### config.mk
export PLATFORM = sky130hd
export DESIGN_NAME = radix_digit_converter_unit
export DESIGN_NICKNAME = d
export VERILOG_FILES = /design/src/rtl/rdc_pkg.sv /design/src/rtl/rdc_datapath.sv /design/src/rtl/rdc_ctrl.sv /design/src/rtl/radix_digit_converter_unit.sv
export SDC_FILE = /design/constraint.sdc
export NUM_CORES = 1
export LEC_CHECK = 0
export ABC_AREA = 1
export BUFFER_PORTS_ARGS = -buffer_cell sky130_fd_sc_hd__buf_2
export CAP_MARGIN = 0
export CELL_PAD_IN_SITES_DETAIL_PLACEMENT = 0
export CELL_PAD_IN_SITES_GLOBAL_PLACEMENT = 2
export CORE_MARGIN = 2
export CORE_UTILIZATION = 40
export CTS_CLUSTER_DIAMETER = 150
export DETAILED_ROUTE_END_ITERATION = 8
export HOLD_SLACK_MARGIN = 0.05
export PLACE_DENSITY_LB_ADDON = 0.1
export SYNTH_ARGS = -nofsm -noshare
export SYNTH_HDL_FRONTEND = slang
export SYNTH_HIERARCHICAL = 1
export SYNTH_SLANG_ARGS = --single-unit
### constraint.sdc
create_clock -name clock -period 13.04 [get_ports clock]
set_clock_uncertainty 0.05 [all_clocks]
set_input_delay 1.304 -clock clock [delete_from_list [all_inputs] [get_ports clock]]
set_output_delay 1.304 -clock clock [all_outputs]
set_load 0.005 [all_outputs]
### src/rtl/rdc_pkg.sv
// ----------------------------------------------------------------------------
// rdc_pkg
// Shared types and constants of the radix digit converter: radix limits and
// the command and status bundles between the controller and the datapath.
// ----------------------------------------------------------------------------
package rdc_pkg;

   // Digit and radix width
   localparam int DIGIT_BITS = 4;

   // Legal radix range and the value after reset
   localparam logic [DIGIT_BITS-1:0] RADIX_MIN   = 4'd2;
   localparam logic [DIGIT_BITS-1:0] RADIX_MAX   = 4'd10;
   localparam logic [DIGIT_BITS-1:0] RADIX_RESET = 4'd10;

   // Bits of the quotient resolved per divider cycle
   localparam int STEP_BITS = 8;

   // Commands from the controller to the datapath
   typedef struct packed {
      logic load;      // take a new word, clear the digit stack
      logic div_step;  // run one divider cycle
      logic push;      // last divider cycle: push the remainder
      logic pop;       // read the top of the stack, drop it
      logic show;      // move the popped digit to the output register
   } rdc_cmd_type;

   // Status from the datapath to the controller
   typedef struct packed {
      logic quot_zero; // quotient is zero, conversion done
      logic full;      // digit stack is full
      logic last;      // shown digit is the final one
   } rdc_status_type;

endpackage

### src/rtl/rdc_datapath.sv
// ----------------------------------------------------------------------------
// rdc_datapath
// Radix register, digit-serial divider (eight quotient bits per cycle),
// digit stack memory and the result register.
// ----------------------------------------------------------------------------
module rdc_datapath #(
   parameter int VALUE_BITS = 32,
   parameter int MAX_DIGITS = 32
) (
   input  logic                             clock,
   input  logic                             reset,
   input  logic                             csr_write_en,
   input  logic [rdc_pkg::DIGIT_BITS-1:0]   csr_write_data,
   input  logic [VALUE_BITS-1:0]            req_value,
   input  rdc_pkg::rdc_cmd_type             cmd,
   output rdc_pkg::rdc_status_type          status,
   output logic [rdc_pkg::DIGIT_BITS-1:0]   rsp_digit,
   output logic                             rsp_last_digit
);
   import rdc_pkg::*;

   localparam int STEPS  = (VALUE_BITS + STEP_BITS - 1) / STEP_BITS;
   localparam int DIV_W  = STEPS * STEP_BITS;
   localparam int CNT_W  = $clog2(MAX_DIGITS + 1);
   localparam int ADDR_W = $clog2(MAX_DIGITS);

   logic [DIGIT_BITS-1:0] radix_ff;
   logic [DIGIT_BITS-1:0] radix_in;
   logic [DIV_W-1:0]      quot_ff;
   logic [DIV_W-1:0]      quot_in;
   logic [DIGIT_BITS-1:0] rem_ff;
   logic [DIGIT_BITS-1:0] rem_in;
   logic [CNT_W-1:0]      count_ff;
   logic [CNT_W-1:0]      count_dec;
   logic [DIGIT_BITS-1:0] rd_ff;
   logic [DIGIT_BITS-1:0] digit_ff;
   logic                  last_ff;
   logic [DIGIT_BITS-1:0] stack_mem [MAX_DIGITS];

   // Clamp radix writes into the legal range
   always_comb begin
      if (csr_write_data < RADIX_MIN) begin
         radix_in = RADIX_MIN;
      end else if (csr_write_data > RADIX_MAX) begin
         radix_in = RADIX_MAX;
      end else begin
         radix_in = csr_write_data;
      end
   end

   always_ff @(posedge clock) begin
      if (reset) begin
         radix_ff <= RADIX_RESET;
      end else if (csr_write_en) begin
         radix_ff <= radix_in;
      end
   end

   // One divider cycle: STEP_BITS restoring steps, remainder stays below radix
   always_comb begin
      logic [DIV_W-1:0]      q;
      logic [DIGIT_BITS-1:0] r;
      logic [DIGIT_BITS:0]   part;
      logic [DIGIT_BITS:0]   diff;
      q = quot_ff;
      r = rem_ff;
      for (int i = 0; i < STEP_BITS; i++) begin
         part = {r, q[DIV_W-1]};
         q    = {q[DIV_W-2:0], 1'b0};
         diff = part - {1'b0, radix_ff};
         if (part >= {1'b0, radix_ff}) begin
            r    = diff[DIGIT_BITS-1:0];
            q[0] = 1'b1;
         end else begin
            r = part[DIGIT_BITS-1:0];
         end
      end
      quot_in = q;
      rem_in  = r;
   end

   assign count_dec = count_ff - CNT_W'(1);

   // Load the word, advance the divider
   always_ff @(posedge clock) begin
      if (cmd.load) begin
         quot_ff <= DIV_W'(req_value);
         rem_ff  <= '0;
      end else if (cmd.div_step) begin
         quot_ff <= quot_in;
         rem_ff  <= cmd.push ? '0 : rem_in;
      end
   end

   // Stack depth
   always_ff @(posedge clock) begin
      if (reset) begin
         count_ff <= '0;
      end else if (cmd.load) begin
         count_ff <= '0;
      end else if (cmd.push) begin
         count_ff <= count_ff + CNT_W'(1);
      end else if (cmd.pop) begin
         count_ff <= count_dec;
      end
   end

   // Push a remainder digit
   always_ff @(posedge clock) begin
      if (cmd.push) begin
         stack_mem[count_ff[ADDR_W-1:0]] <= rem_in;
      end
   end

   // Pop the top digit
   always_ff @(posedge clock) begin
      if (cmd.pop) begin
         rd_ff <= stack_mem[count_dec[ADDR_W-1:0]];
      end
   end

   // Result register
   always_ff @(posedge clock) begin
      if (cmd.show) begin
         digit_ff <= rd_ff;
         last_ff  <= (count_ff == '0);
      end
   end

   assign status.quot_zero = (quot_ff == '0);
   assign status.full      = (count_ff == CNT_W'(MAX_DIGITS));
   assign status.last      = last_ff;

   assign rsp_digit      = digit_ff;
   assign rsp_last_digit = last_ff;

endmodule

### src/rtl/rdc_ctrl.sv
// ----------------------------------------------------------------------------
// rdc_ctrl
// Controller: sequences the divider cycles per digit, then pops the digit
// stack and hands out the digits one at a time on the result channel.
// ----------------------------------------------------------------------------
module rdc_ctrl #(
   parameter int VALUE_BITS = 32
) (
   input  logic                    clock,
   input  logic                    reset,
   input  logic                    req_valid,
   output logic                    req_ready,
   output logic                    rsp_valid,
   input  logic                    rsp_ready,
   input  rdc_pkg::rdc_status_type status,
   output rdc_pkg::rdc_cmd_type    cmd
);
   import rdc_pkg::*;

   localparam int STEPS  = (VALUE_BITS + STEP_BITS - 1) / STEP_BITS;
   localparam int STEP_W = $clog2(STEPS + 1);
   localparam logic [STEP_W-1:0] LAST_STEP = STEP_W'(STEPS - 1);

   typedef enum logic [2:0] {
      ST_IDLE,
      ST_DIV,
      ST_TEST,
      ST_POP,
      ST_SHOW,
      ST_WAIT
   } state_type;

   state_type         state_ff;
   state_type         state_in;
   logic [STEP_W-1:0] step_ff;
   logic [STEP_W-1:0] step_in;
   logic              rsp_valid_ff;
   logic              rsp_valid_in;

   // Next state and datapath commands
   always_comb begin
      state_in = state_ff;
      step_in  = step_ff;
      cmd      = '0;
      unique case (state_ff)
         ST_IDLE: begin
            if (req_valid) begin
               cmd.load = 1'b1;
               step_in  = '0;
               state_in = ST_DIV;
            end
         end
         ST_DIV: begin
            cmd.div_step = 1'b1;
            if (step_ff == LAST_STEP) begin
               cmd.push = 1'b1;
               state_in = ST_TEST;
            end else begin
               step_in = step_ff + STEP_W'(1);
            end
         end
         ST_TEST: begin
            if (status.quot_zero || status.full) begin
               state_in = ST_POP;
            end else begin
               step_in  = '0;
               state_in = ST_DIV;
            end
         end
         ST_POP: begin
            cmd.pop  = 1'b1;
            state_in = ST_SHOW;
         end
         ST_SHOW: begin
            cmd.show = 1'b1;
            state_in = ST_WAIT;
         end
         ST_WAIT: begin
            // On hand-off, drop back to idle or fetch the next digit at once
            if (rsp_ready) begin
               if (status.last) begin
                  state_in = ST_IDLE;
               end else begin
                  cmd.pop  = 1'b1;
                  state_in = ST_SHOW;
               end
            end
         end
         default: begin
            state_in = ST_IDLE;
         end
      endcase
   end

   assign rsp_valid_in = (state_in == ST_WAIT);

   // State and registered outputs
   always_ff @(posedge clock) begin
      if (reset) begin
         state_ff     <= ST_IDLE;
         step_ff      <= '0;
         rsp_valid_ff <= 1'b0;
      end else begin
         state_ff     <= state_in;
         step_ff      <= step_in;
         rsp_valid_ff <= rsp_valid_in;
      end
   end

   assign req_ready = (state_ff == ST_IDLE);
   assign rsp_valid = rsp_valid_ff;

endmodule

### src/rtl/radix_digit_converter_unit.sv
// ----------------------------------------------------------------------------
// radix_digit_converter_unit
// Converts an unsigned word into its digits in a programmable base (2..10),
// most significant digit first, with a flag on the final digit.
//
//   channel  direction  handshake                 payload
//   req      in         req_valid / req_ready     req_value
//   rsp      out        rsp_valid / rsp_ready     rsp_digit, rsp_last_digit
//   csr      in         csr_write_en              csr_write_data (radix)
//
// One word is converted at a time; req_ready is high only while idle.
// Each digit is worked out by the shared divider, which resolves eight
// quotient bits per cycle while it runs. Every digit then passes through
// the stack pop and the result register before it is shown on rsp.
// A low rsp_ready holds the current digit and the block.
// Reset is synchronous and sets the radix to 10.
// ----------------------------------------------------------------------------
module radix_digit_converter_unit #(
   parameter int VALUE_BITS = 32,
   parameter int MAX_DIGITS = 32
) (
   input  logic                           clock,
   input  logic                           reset,
   input  logic                           csr_write_en,
   input  logic [rdc_pkg::DIGIT_BITS-1:0] csr_write_data,
   input  logic                           req_valid,
   output logic                           req_ready,
   input  logic [VALUE_BITS-1:0]          req_value,
   output logic                           rsp_valid,
   input  logic                           rsp_ready,
   output logic [rdc_pkg::DIGIT_BITS-1:0] rsp_digit,
   output logic                           rsp_last_digit
);
   import rdc_pkg::*;

   rdc_cmd_type    cmd;
   rdc_status_type status;

   // Sequencer
   rdc_ctrl #(
      .VALUE_BITS (VALUE_BITS)
   ) u_ctrl (
      .clock     (clock),
      .reset     (reset),
      .req_valid (req_valid),
      .req_ready (req_ready),
      .rsp_valid (rsp_valid),
      .rsp_ready (rsp_ready),
      .status    (status),
      .cmd       (cmd)
   );

   // Divider, digit stack and result register
   rdc_datapath #(
      .VALUE_BITS (VALUE_BITS),
      .MAX_DIGITS (MAX_DIGITS)
   ) u_datapath (
      .clock          (clock),
      .reset          (reset),
      .csr_write_en   (csr_write_en),
      .csr_write_data (csr_write_data),
      .req_value      (req_value),
      .cmd            (cmd),
      .status         (status),
      .rsp_digit      (rsp_digit),
      .rsp_last_digit (rsp_last_digit)
   );

endmodule

After elaboration in Yosys (flattened, before gate mapping)
Memories as Yosys holds them, arrays and structs flattened. A register that Yosys moved wholly into a read port is not among the register bits.
Index checks and enable logic that the tools add are counted.
{"block": "word_totals", "ff_bits": 58, "word_cells": 94, "out_inout_bits": 7, "n_memories": 1, "ramBits": 128, "input_bits": 41}
{"block": "classes", "n_reduce_logical": 9, "n_mux": 43, "addsub": 11, "eq_ne": 11, "n_lt_le_gt_ge": 10}
{"name": "u_datapath.stack_mem", "depth": 32, "word_bits": 4, "read_ports": 1, "rd_ports_with_merged_regs": 1, "wr": 1, "line": "rdc_datapath.sv:38", "source": "logic [DIGIT_BITS-1:0] stack_mem [MAX_DIGITS];"}
{"cell": "32-bit two-way mux", "count": 2}
{"cell": "4-bit two-way mux", "count": 11}
{"cell": "5-bit by 4-bit greater-or-equal comparator with 1-bit output", "count": 8}
{"cell": "32-bit logical NOT", "count": 1}
{"cell": "4-bit subtractor", "count": 8}
{"cell": "3-bit two-way mux", "count": 7}
{"cell": "3-bit case mux with 6 select lines", "count": 1}
{"cell": "1-bit two-way mux", "count": 16}
{"cell": "6-bit two-way mux", "count": 2}
{"cell": "3-bit by 2-bit equality test with 1-bit output, second input constant", "count": 3}
{"cell": "3-bit equality test, second input constant", "count": 3}
{"cell": "3-bit case mux with 3 select lines", "count": 1}
{"cell": "6-bit by 1-bit adder with 6-bit output, second input constant", "count": 1}
{"cell": "6-bit equality test, second input constant", "count": 1}
{"cell": "6-bit logical NOT", "count": 1}
{"cell": "2-bit inequality test, second input constant", "count": 3}
{"cell": "6-bit by 1-bit subtractor with 6-bit output, second input constant", "count": 1}
{"cell": "4-bit greater-than comparator, second input constant", "count": 1}
{"cell": "4-bit by 2-bit less-than comparator with 1-bit output, second input constant", "count": 1}
{"cell": "2-bit two-way mux", "count": 2}
{"cell": "4-bit AND reduction", "count": 1}
{"cell": "2-bit nonzero test", "count": 2}
{"cell": "3-bit by 1-bit adder with 3-bit output, second input constant", "count": 1}
{"cell": "3-bit by 1-bit equality test with 1-bit output, second input constant", "count": 1}
{"cell": "5 further kinds", "count": 5}

Depth between registers and ports, before layout
Gate-level depths: netlist (run 1).
{"block": "depth", "word_depth": 18, "depth_mapped": 78, "depth_no_buf": 78}

Modules after synthesis
Netlist (run 1), hierarchy kept.
{"module": "rdc_datapath", "area_per_inst_um2": 9439.1, "n_inst": 1, "cells_per_inst": 926}
{"module": "rdc_ctrl", "area_per_inst_um2": 441.7, "n_inst": 1, "cells_per_inst": 66}

Least setup slack after synthesis (run 1)
No wires, ideal clock.
{"block": "synth_path", "path_type": "register to register", "from": "register u_datapath.radix_ff[1]", "to": "memory u_datapath.stack_mem[0][1] (data pin)", "setup_slack_ns": 1.651, "period_less_slack_ns": 11.389, "arrival_ns": 10.995, "path_stages_with_launch": 74, "setup_ns": 0.344, "cell_sequence": "dfxtp_1 > inv_1 > ha_1 > nand2_1 > inv_1 > nand2_1 > nand2_2 > nand2_4 > nand2_4 > nand2_1 > nand2_1 > ha_1 > a21oi_1 > o21bai_1 > nor2_1 > nand3_4 > nand2_1 > nand2_1 > [38 not listed] > ha_1 > a21oi_1 > inv_1 > o21a_1 > nor3_1 > nand3_4 > nand2_1 > nand2_1 > ha_1 > a21oi_1 > inv_1 > nor2_1 > nor2_1 > nor3_1 > inv_1 > nor2_4 > nand3_1 > and2_1"}
{"block": "synth_via", "elab_chain_cells": 16}
{"element": "start, declared", "line": "rdc_datapath.sv:27", "source": "logic [DIGIT_BITS-1:0] radix_ff;"}
{"element": "start signal, assigned", "line": "rdc_datapath.sv:55", "source": "radix_ff <= radix_in;"}
{"element": "4-bit subtractor or 5-bit by 4-bit greater-or-equal comparator with 1-bit output (tied branches)", "line": "rdc_datapath.sv:70, rdc_datapath.sv:71"}
{"element": "4-bit two-way mux", "line": "rdc_datapath.sv:71", "source": "if (part >= {1'b0, radix_ff}) begin"}
{"element": "4-bit subtractor or 5-bit by 4-bit greater-or-equal comparator with 1-bit output (tied branches)", "line": "rdc_datapath.sv:70, rdc_datapath.sv:71"}
{"element": "4-bit two-way mux", "line": "rdc_datapath.sv:71"}
{"element": "4-bit subtractor or 5-bit by 4-bit greater-or-equal comparator with 1-bit output (tied branches)", "line": "rdc_datapath.sv:70, rdc_datapath.sv:71"}
{"element": "4-bit two-way mux", "line": "rdc_datapath.sv:71"}
{"element": "5-bit by 4-bit greater-or-equal comparator with 1-bit output or 4-bit subtractor (tied branches)", "line": "rdc_datapath.sv:71, rdc_datapath.sv:70"}
{"element": "4-bit two-way mux", "line": "rdc_datapath.sv:71"}
{"element": "4-bit subtractor or 5-bit by 4-bit greater-or-equal comparator with 1-bit output (tied branches)", "line": "rdc_datapath.sv:70, rdc_datapath.sv:71"}
{"element": "4-bit two-way mux", "line": "rdc_datapath.sv:71"}
{"element": "4-bit subtractor or 5-bit by 4-bit greater-or-equal comparator with 1-bit output (tied branches)", "line": "rdc_datapath.sv:70, rdc_datapath.sv:71"}
{"element": "4-bit two-way mux", "line": "rdc_datapath.sv:71"}
{"element": "5-bit by 4-bit greater-or-equal comparator with 1-bit output or 4-bit subtractor (tied branches)", "line": "rdc_datapath.sv:71, rdc_datapath.sv:70"}
{"element": "4-bit two-way mux", "line": "rdc_datapath.sv:71"}
{"element": "4-bit subtractor or 5-bit by 4-bit greater-or-equal comparator with 1-bit output (tied branches)", "line": "rdc_datapath.sv:70, rdc_datapath.sv:71"}
{"element": "4-bit two-way mux *", "line": "rdc_datapath.sv:71"}
{"element": "net u_datapath.rem_in[1]", "line": "rdc_datapath.sv:32", "source": "logic [DIGIT_BITS-1:0] rem_in;"}
{"element": "end, declared", "line": "rdc_datapath.sv:38"}
The timed path passes the listed nets; every way through them passes the cells marked *.

Worst setup path in the final report (run 1)
{"block": "layout_path", "from": "register u_datapath.radix_ff[2]", "to": "memory u_datapath.stack_mem[30][3] (data pin)"}
{"block": "layout_via", "elab_chain_cells": 16}
{"element": "4-bit subtractor or 5-bit by 4-bit greater-or-equal comparator with 1-bit output (tied branches)", "line": "rdc_datapath.sv:70, rdc_datapath.sv:71"}
{"element": "4-bit two-way mux", "line": "rdc_datapath.sv:71"}
{"element": "4-bit subtractor or 5-bit by 4-bit greater-or-equal comparator with 1-bit output (tied branches)", "line": "rdc_datapath.sv:70, rdc_datapath.sv:71"}
{"element": "4-bit two-way mux", "line": "rdc_datapath.sv:71"}
{"element": "5-bit by 4-bit greater-or-equal comparator with 1-bit output or 4-bit subtractor (tied branches)", "line": "rdc_datapath.sv:71, rdc_datapath.sv:70"}
{"element": "4-bit two-way mux", "line": "rdc_datapath.sv:71"}
{"element": "4-bit subtractor or 5-bit by 4-bit greater-or-equal comparator with 1-bit output (tied branches)", "line": "rdc_datapath.sv:70, rdc_datapath.sv:71"}
{"element": "4-bit two-way mux", "line": "rdc_datapath.sv:71"}
{"element": "4-bit subtractor or 5-bit by 4-bit greater-or-equal comparator with 1-bit output (tied branches)", "line": "rdc_datapath.sv:70, rdc_datapath.sv:71"}
{"element": "4-bit two-way mux", "line": "rdc_datapath.sv:71"}
{"element": "4-bit subtractor or 5-bit by 4-bit greater-or-equal comparator with 1-bit output (tied branches)", "line": "rdc_datapath.sv:70, rdc_datapath.sv:71"}
{"element": "4-bit two-way mux", "line": "rdc_datapath.sv:71"}
{"element": "5-bit by 4-bit greater-or-equal comparator with 1-bit output or 4-bit subtractor (tied branches)", "line": "rdc_datapath.sv:71, rdc_datapath.sv:70"}
{"element": "4-bit two-way mux", "line": "rdc_datapath.sv:71"}
{"element": "4-bit subtractor or 5-bit by 4-bit greater-or-equal comparator with 1-bit output (tied branches)", "line": "rdc_datapath.sv:70, rdc_datapath.sv:71"}
{"element": "4-bit two-way mux *", "line": "rdc_datapath.sv:71"}
{"element": "net u_datapath.rem_in[3]", "line": "rdc_datapath.sv:32"}
Marks and branches as above.

==> results of run 1 <==
[cells in the mapped netlist (4+ instances only)]
cell type,number,area (um^2)
ha_1,38,475
xnor2_1,4,35.0
a31oi_1,11,68.8
xor2_1,9,78.8
nand2_4,8,90.1
inv_2,5,18.8
nor2_1,157,589
inv_1,94,353
nand3_4,7,123
nor4_1,10,62.6
mux2i_1,13,130
nand2_1,182,683
a21oi_1,18,90.1
o211ai_1,12,90.1
nand2_2,4,25.0
fa_1,8,160
o32ai_1,19,166
edfxtp_1,169,5070
o21ai_0,55,275
nor2_2,6,37.5
nand3_1,42,210
dfxtp_1,21,420
clkbuf_1,28,105
nand4_1,8,50.1
o221ai_1,14,123
nor3_1,15,75.1
[kinds of logic (layout without fill, tap and decap cells)]
| kind of cell | Yosys count | after routing | synth area share (%) |
|---|---|---|---|
| buffers and inverters | 135 | 197 | 5.24 |
| adders and majority gates | 46 | 46 | 6.43 |
| xor gates and xnor gates | 13 | 13 | 1.15 |
| AOI/OAI and AO/OA | 143 | 143 | 9.37 |
| and+or+nand+nor | 452 | 452 | 20.9 |
| muxes | 13 | 13 | 1.32 |
| DFF | 190 | 190 | 55.6 |
[worst min-delay path by stage]
stage / to / slack [ns] / cells after the start
after floorplan: u_datapath/rsp_digit[0] / 0.35 / 0
after global placement: u_datapath/rsp_digit[0] / 0.35 / 0
after detailed placement: u_datapath/rsp_digit[2] / 0.36 / 0
after CTS: u_datapath/rsp_digit[2] / 0.37 / 0
after global routing: u_datapath/rsp_digit[2] / 0.38 / 0
final: u_datapath/rsp_digit[2] / 0.37 / 0
[worst max-delay path: cells and delay by family (launching register included)]
kind,cells,cell delay (ns)
adders and majority gates,8,2.56
and+or+nand+nor,38,4.65
DFF,1,0.33
buffers and inverters,13,1.32
AOI/OAI and AO/OA,14,2.53
[registers in the layout, summed over array words and instances (netlist names)]
register                   count
u_datapath/stack_mem         128
u_ctrl/rsp_valid               1
u_ctrl/step_ff                 3
u_datapath/rem_ff              4
u_datapath/radix_ff            4
u_ctrl/state_ff                3
u_datapath/quot_ff            32
u_datapath/count_ff            6
u_datapath/rd_ff               4
u_datapath/rsp_last_digit      1
u_datapath/rsp_digit           4
[stage by stage]
step,std cells,util (%),hold slack (ns),instance area (um^2),worst slack (ns)
after floorplan,992,-,0.350,9880,1.65
after global placement,1346,43.2,0.352,10500,1.15
after detailed placement,1346,43.2,0.355,10500,0.836
after CTS,1378,45.8,0.368,11100,0.798
after global routing,1378,45.8,0.376,11100,0.0933
final,1378,45.8,0.370,11100,1.29
[routing by layer]
metal | vias to the layer above | global-route usage (%) | routed length (um)
li1 | 3546 | - | -
met5 | - | 0 | 0
met3 | 26 | 2.62 | 629
met2 | 113 | 34.4 | 12300
met1 | 3308 | 24.0 | 10500
met4 | 0 | 6.41 | 529
[placed cells by master, fill, tap and decap left out, drive strengths merged, types with 2 or more instances in the layout]
master,synthesis,final
clkinvlp,0,2
clkinv,3,9
inv,99,105
o21bai,2,2
nand3,52,52
clkbuf,28,17
and2,3,3
o21ai,59,59
nor2,166,166
a41oi,2,2
o32ai,19,19
a31oi,11,11
a21oi,19,19
buf,5,63
xor2,9,9
o221ai,14,14
o211ai,12,12
nor3,15,15
mux2i,13,13
fa,8,8
xnor2,4,4
ha,38,38
nand4,9,9
edfxtp,169,169
nand2,194,194
nor4,10,10
dfxtp,21,21
[final cells by class]
class                           count  area share, %
Clock buffer                       17           3.82
Clock inverter                     15           1.73
Timing Repair Buffer               63           3.19
Multi-Input combinational cell    667           34.8
Inverter                          102           3.44
Sequential cell                   190           49.3
Tap cell                          324           3.64
==> summary.md, run 1 <==
| Metric | Value |
|---|---|
| Minimum clock period | `11.75 ns` |
| Critical path class | `reg2reg` |
| Net Count, Synth | `1079` |
| Diode count | `0` |
| Post-synthesis sequential area ratio | `55.6%` |
| Worst-Skew Late Latency | `0.44 ns` |
| Hold Crit Class | `reg2reg` |
| Post-detail-place hpwl | `16600 um` |
| Unique masters post-synth | `48` |
| Drt via density | `5.07` |
| Ys Warns | `6` |
| Post-synth ARST share | `0%` |
| Layout area overhead | `12.7%` |
| Final TNS setup | `0 ns` |
| Boundary pin count | `48` |
| GP Congestion | `0.786` |
| Vias in the first global route | `6910` |
| Reg-to-reg critical path startpoint | `u_datapath/radix_ff[2]` |
| CTS tree | `done` |
| Worst reg2reg endpoint | `u_datapath/stack_mem[30][3]` |
| Max Fanout on Critical Path | `32` |
| # Max-Cap Violations | `0` |
| DR pass1 iterations | `5` |
| Main flop type after synthesis | `edfxtp_1` |
| Actual slew at the worst max-slew pin | `0.865 ns` |
| CP Launch Type | `flop` |
| Register Area | `5500 um^2` |
| Die boundary width | `161 um` |
| CP endpoint | `u_datapath/stack_mem[30][3]` |
| Nets | `1128` |
| Outcome | `finished clean` |
| Gr ovfl total | `0` |
| Synthesized area per cell | `9.96 um^2` |
| Final hold vios | `0` |
| GR Util All Layers | `19.2%` |
| Die Area | `26000 um^2` |
| Final Cycle Share | `90.1%` |
| Cells after synthesis | `992` |
| Slew headroom | `42.0%` |
| Post-route ant nets | `0` |
| Crit-path max cell delay | `0.37 ns` |
| Min-delay src | `u_datapath/rd_ff[2]` |
| Max Buffers Root-to-Sink | `2` |
| Crit path top cell by count | `nand2_1` |
| Die height | `161 um` |
| Hold buffer count at CTS | `0` |
| Setup crit start | `u_datapath/radix_ff[2]` |
| Number of gates resized after CTS | `0` |
| Post CTS Setup Buffer Count | `0` |
| Proportion of layout cells with a drive suffix above 1 | `13.3%` |
| First-pass GRT wire length | `38100 um` |
| WP data required | `13.13 ns` |
| Max-slew violations | `0` |
| Crit end category | `flop` |
| Initial detailed-routing violation count | `432` |
| Synth Cell Area | `9880 um^2` |
| Flop2flop setup slack | `1.29 ns` |
| Port Buf Inserts | `47` |
| Initial antenna violation count | `0` |
| H-tree levels | `4` |
| Per-cell routed wire length | `17.4 um` |
| Worst EP arrival | `11.85 ns` |
| Row Count | `57` |
| Via count | `6993` |
| Largest net degree at the start of global routing | `65` |
| Post-synth EDFFs | `169` |
| Num CTS Buffers | `17` |
| Worst-case reg-to-reg path depth | `73` |
| Multi-input combinational cell area | `3880 um^2` |
| Clk root buf | `clkbuf_16` |
| # setup viols final | `0` |
| Wire length after detailed routing | `24000 um` |
| Initial core utilization | `40.6%` |
| Yosys reg bits | `190` |
| RSZ-0062 raised after global routing | `false` |
| Core area | `24300 um^2` |
| Reg clk slew, reported paths | `0.08 ns` |
| Clk sinks | `190` |
| Achievable clock frequency | `0.0851 GHz` |
| CP max stage cell | `ha_1` |
| Filler cell count in the final layout | `2301` |
| DRC violations left | `0` |
Power of run 1 is not shown: default switching activity piles up to over one toggle a cycle in this logic, so the estimate is an artifact.
==> inputs of run 2 (changes only) <==
- BUFFER_PORTS_ARGS: -buffer_cell sky130_fd_sc_hd__buf_2 -> -buffer_cell sky130_fd_sc_hd__clkbuf_2
==> summary.md, run 2 (synthesized netlist as in run 1, its figures left out) <==
| Metric | Value |
|---|---|
| Crit-path max cell delay | `0.38 ns (about the same)` |
| Final Instance Area | `11100 um^2 (-0.40%)` |
| Final hold vios | `0 (unchanged)` |
| Reg-to-reg critical path startpoint | `u_datapath/radix_ff[2]` |
| Final TNS setup | `0 ns (unchanged)` |
| Max Fanout on Critical Path | `32 (unchanged)` |
| Hold slack | `0.380 ns (+0.00963 ns)` |
| Per-cell routed wire length | `17.4 um (-0.10%)` |
| Initial detailed-routing violation count | `450 (+4.2%)` |
| H-tree levels | `4 (unchanged)` |
| Worst-Skew Late Latency | `0.43 ns (about the same)` |
| # Max-Cap Violations | `0 (unchanged)` |
| Hold Crit Class | `reg2reg` |
| Outcome | `finished clean` |
| Post-detail-place hpwl | `16600 um (-0.35%)` |
| CP max stage cell | `ha_1` |
| Achievable clock frequency | `0.0852 GHz (+0.19%)` |
| CP Launch Type | `flop` |
| DRC violations left | `0 (unchanged)` |
| Multi-input combinational cell area | `3880 um^2 (+0.13%)` |
| Max reg flops | `128 (unchanged)` |
| Nets | `1127 (-0.089%)` |
| GR Util All Layers | `19.1% (-0.079 points)` |
| Commonest non-fill, non-tap cell in the layout | `nand2_1` |
| Worst slack at placement | `0.800 ns (-0.0365 ns)` |
| Flop2flop setup slack | `1.31 ns (+0.02 ns)` |
| Reg clk slew, reported paths | `0.08 ns (about the same)` |
| Setup crit start | `u_datapath/radix_ff[2]` |
| Max-slew violations | `0 (unchanged)` |
| Core area | `24300 um^2 (unchanged)` |
| Boundary pin count | `48 (unchanged)` |
| Register Area | `5500 um^2 (unchanged)` |
| Drt via density | `5.04 (-0.77%)` |
| Proportion of layout cells with a drive suffix above 1 | `13.2% (-0.082 points)` |
| Num CTS Buffers | `17 (unchanged)` |
| Worst-case reg-to-reg path depth | `73 (unchanged)` |
| Worst reg2reg endpoint | `u_datapath/stack_mem[26][3]` |
| Critical path class | `reg2reg` |
| Via count | `6934 (-0.84%)` |
| WP data required | `13.12 ns (about the same)` |
| Die Area | `26000 um^2 (unchanged)` |
| Placement Cell Area | `10500 um^2 (about the same)` |
| DR pass1 iterations | `5 (unchanged)` |
| Crit path top cell by count | `nand2_1` |
| Layout area overhead | `12.3%` |
| Most frequent cells in the layout | `nand2_1, edfxtp_1, nor2_1` |
| Clk sinks | `190 (unchanged)` |
| Slew headroom | `28.5% (-14 points)` |
| Final Cycle Share | `90.0% (-0.17 points)` |
| Port Buf Inserts | `47 (unchanged)` |
| GP Congestion | `0.788 (+0.28%)` |
| Minimum clock period | `11.73 ns (-0.0218 ns)` |
| Actual slew at the worst max-slew pin | `1.07 ns (+0.204 ns)` |
| Vias in the first global route | `6931 (+0.30%)` |
| # setup viols final | `0 (unchanged)` |
| Initial core utilization | `40.6% (unchanged)` |
| Clk root buf | `clkbuf_16` |
| Post-route ant nets | `0 (unchanged)` |
| RSZ-0062 raised after global routing | `false` |
| Gr ovfl total | `0 (unchanged)` |
| CP endpoint | `u_datapath/stack_mem[26][3]` |
| Largest net degree at the start of global routing | `65 (unchanged)` |
| Crit end category | `flop` |
| Wire length after detailed routing | `23900 um (-0.18%)` |
| Diode count | `0 (unchanged)` |
| Worst EP arrival | `11.81 ns (-0.04 ns)` |
| Hold buffer count at CTS | `0 (unchanged)` |
| Max Buffers Root-to-Sink | `2 (unchanged)` |
| Setup ws final | `1.31 ns (+0.0218 ns)` |
| Die boundary width | `161 um (unchanged)` |
| Die height | `161 um (unchanged)` |
| CTS tree | `done` |
| Initial antenna violation count | `0 (unchanged)` |
| Row Count | `57 (unchanged)` |
| Filler cell count in the final layout | `2323 (+0.96%)` |
| First-pass GRT wire length | `37800 um (-0.64%)` |
==> run 2: cell types whose count changed in the layout (fill, tap and decap cells not counted), moves of 2 or more <==
cell,before,now
clkinv_4,2,0
inv_6,1,5
buf_2,47,0
inv_8,5,3
clkbuf_2,0,47
==> run 2: what timing repair did <==
action / in CTS / in global routing
endpoints found under the hold margin: 0 / 0
gates resized for setup: 0 / 4
setup buffers: 0 / 0
setup endpoints to repair: 0 / 133
==> run 2: per-stage QoR <==
| step | cells | utilization [%] |
|---|---|---|
| floorplan | 992 | - |
| global placement | 1345 | 43.2 |
| detailed placement | 1345 | 43.2 |
| CTS | 1377 | 45.6 |
| global route | 1377 | 45.6 |
| finish | 1377 | 45.6 |
==> run 2: worst min-delay path by stage <==
stage | end | from | depth (start not counted)
global route | u_datapath/rsp_digit[1] | u_datapath/rd_ff[1] | 0
detailed placement | u_datapath/rsp_digit[1] | u_datapath/rd_ff[1] | 0
finish | u_datapath/rsp_digit[2] | u_datapath/rd_ff[2] | 0
floorplan | u_datapath/rsp_digit[0] | u_datapath/rd_ff[0] | 0
global placement | u_datapath/rsp_digit[1] | u_datapath/rd_ff[1] | 0
CTS | u_datapath/rsp_digit[2] | u_datapath/rd_ff[2] | 0
==> run 2: routing by layer <==
| metal | wire (um) | part of all wire (%) | GRT usage, % | vias to the layer above |
|---|---|---|---|---|
| met4 | 511 | 2.1 | 6.33 | 0 |
| met3 | 557 | 2.3 | 2.44 | 24 |
| met1 | 10600 | 44 | 24.3 | 3250 |
| met5 | 0 | 0 | 0 | - |
| met2 | 12200 | 51 | 33.9 | 108 |
| li1 | - | - | - | 3552 |
==> run 2: cell type report <==
class / count / area share (%)
multi-input combinational: 667 / 35.0
sequential: 190 / 49.5
clock buffer: 17 / 3.83
timing repair buffer: 62 / 3.14
tap: 324 / 3.65
clock inverter: 15 / 1.35
inverter: 102 / 3.45
==> run 2: worst max-delay path: cells and delay by family, from the launching register on <==
family	cells	cell delay, ns
adder cells (fa/ha/maj)	8	2.59
AO/OA/AOI/OAI	14	2.60
AND/OR/NAND/NOR	38	4.57
buffers and inverters	13	1.28
flip-flops	1	0.33
Power of run 2 is left out for the same reason.
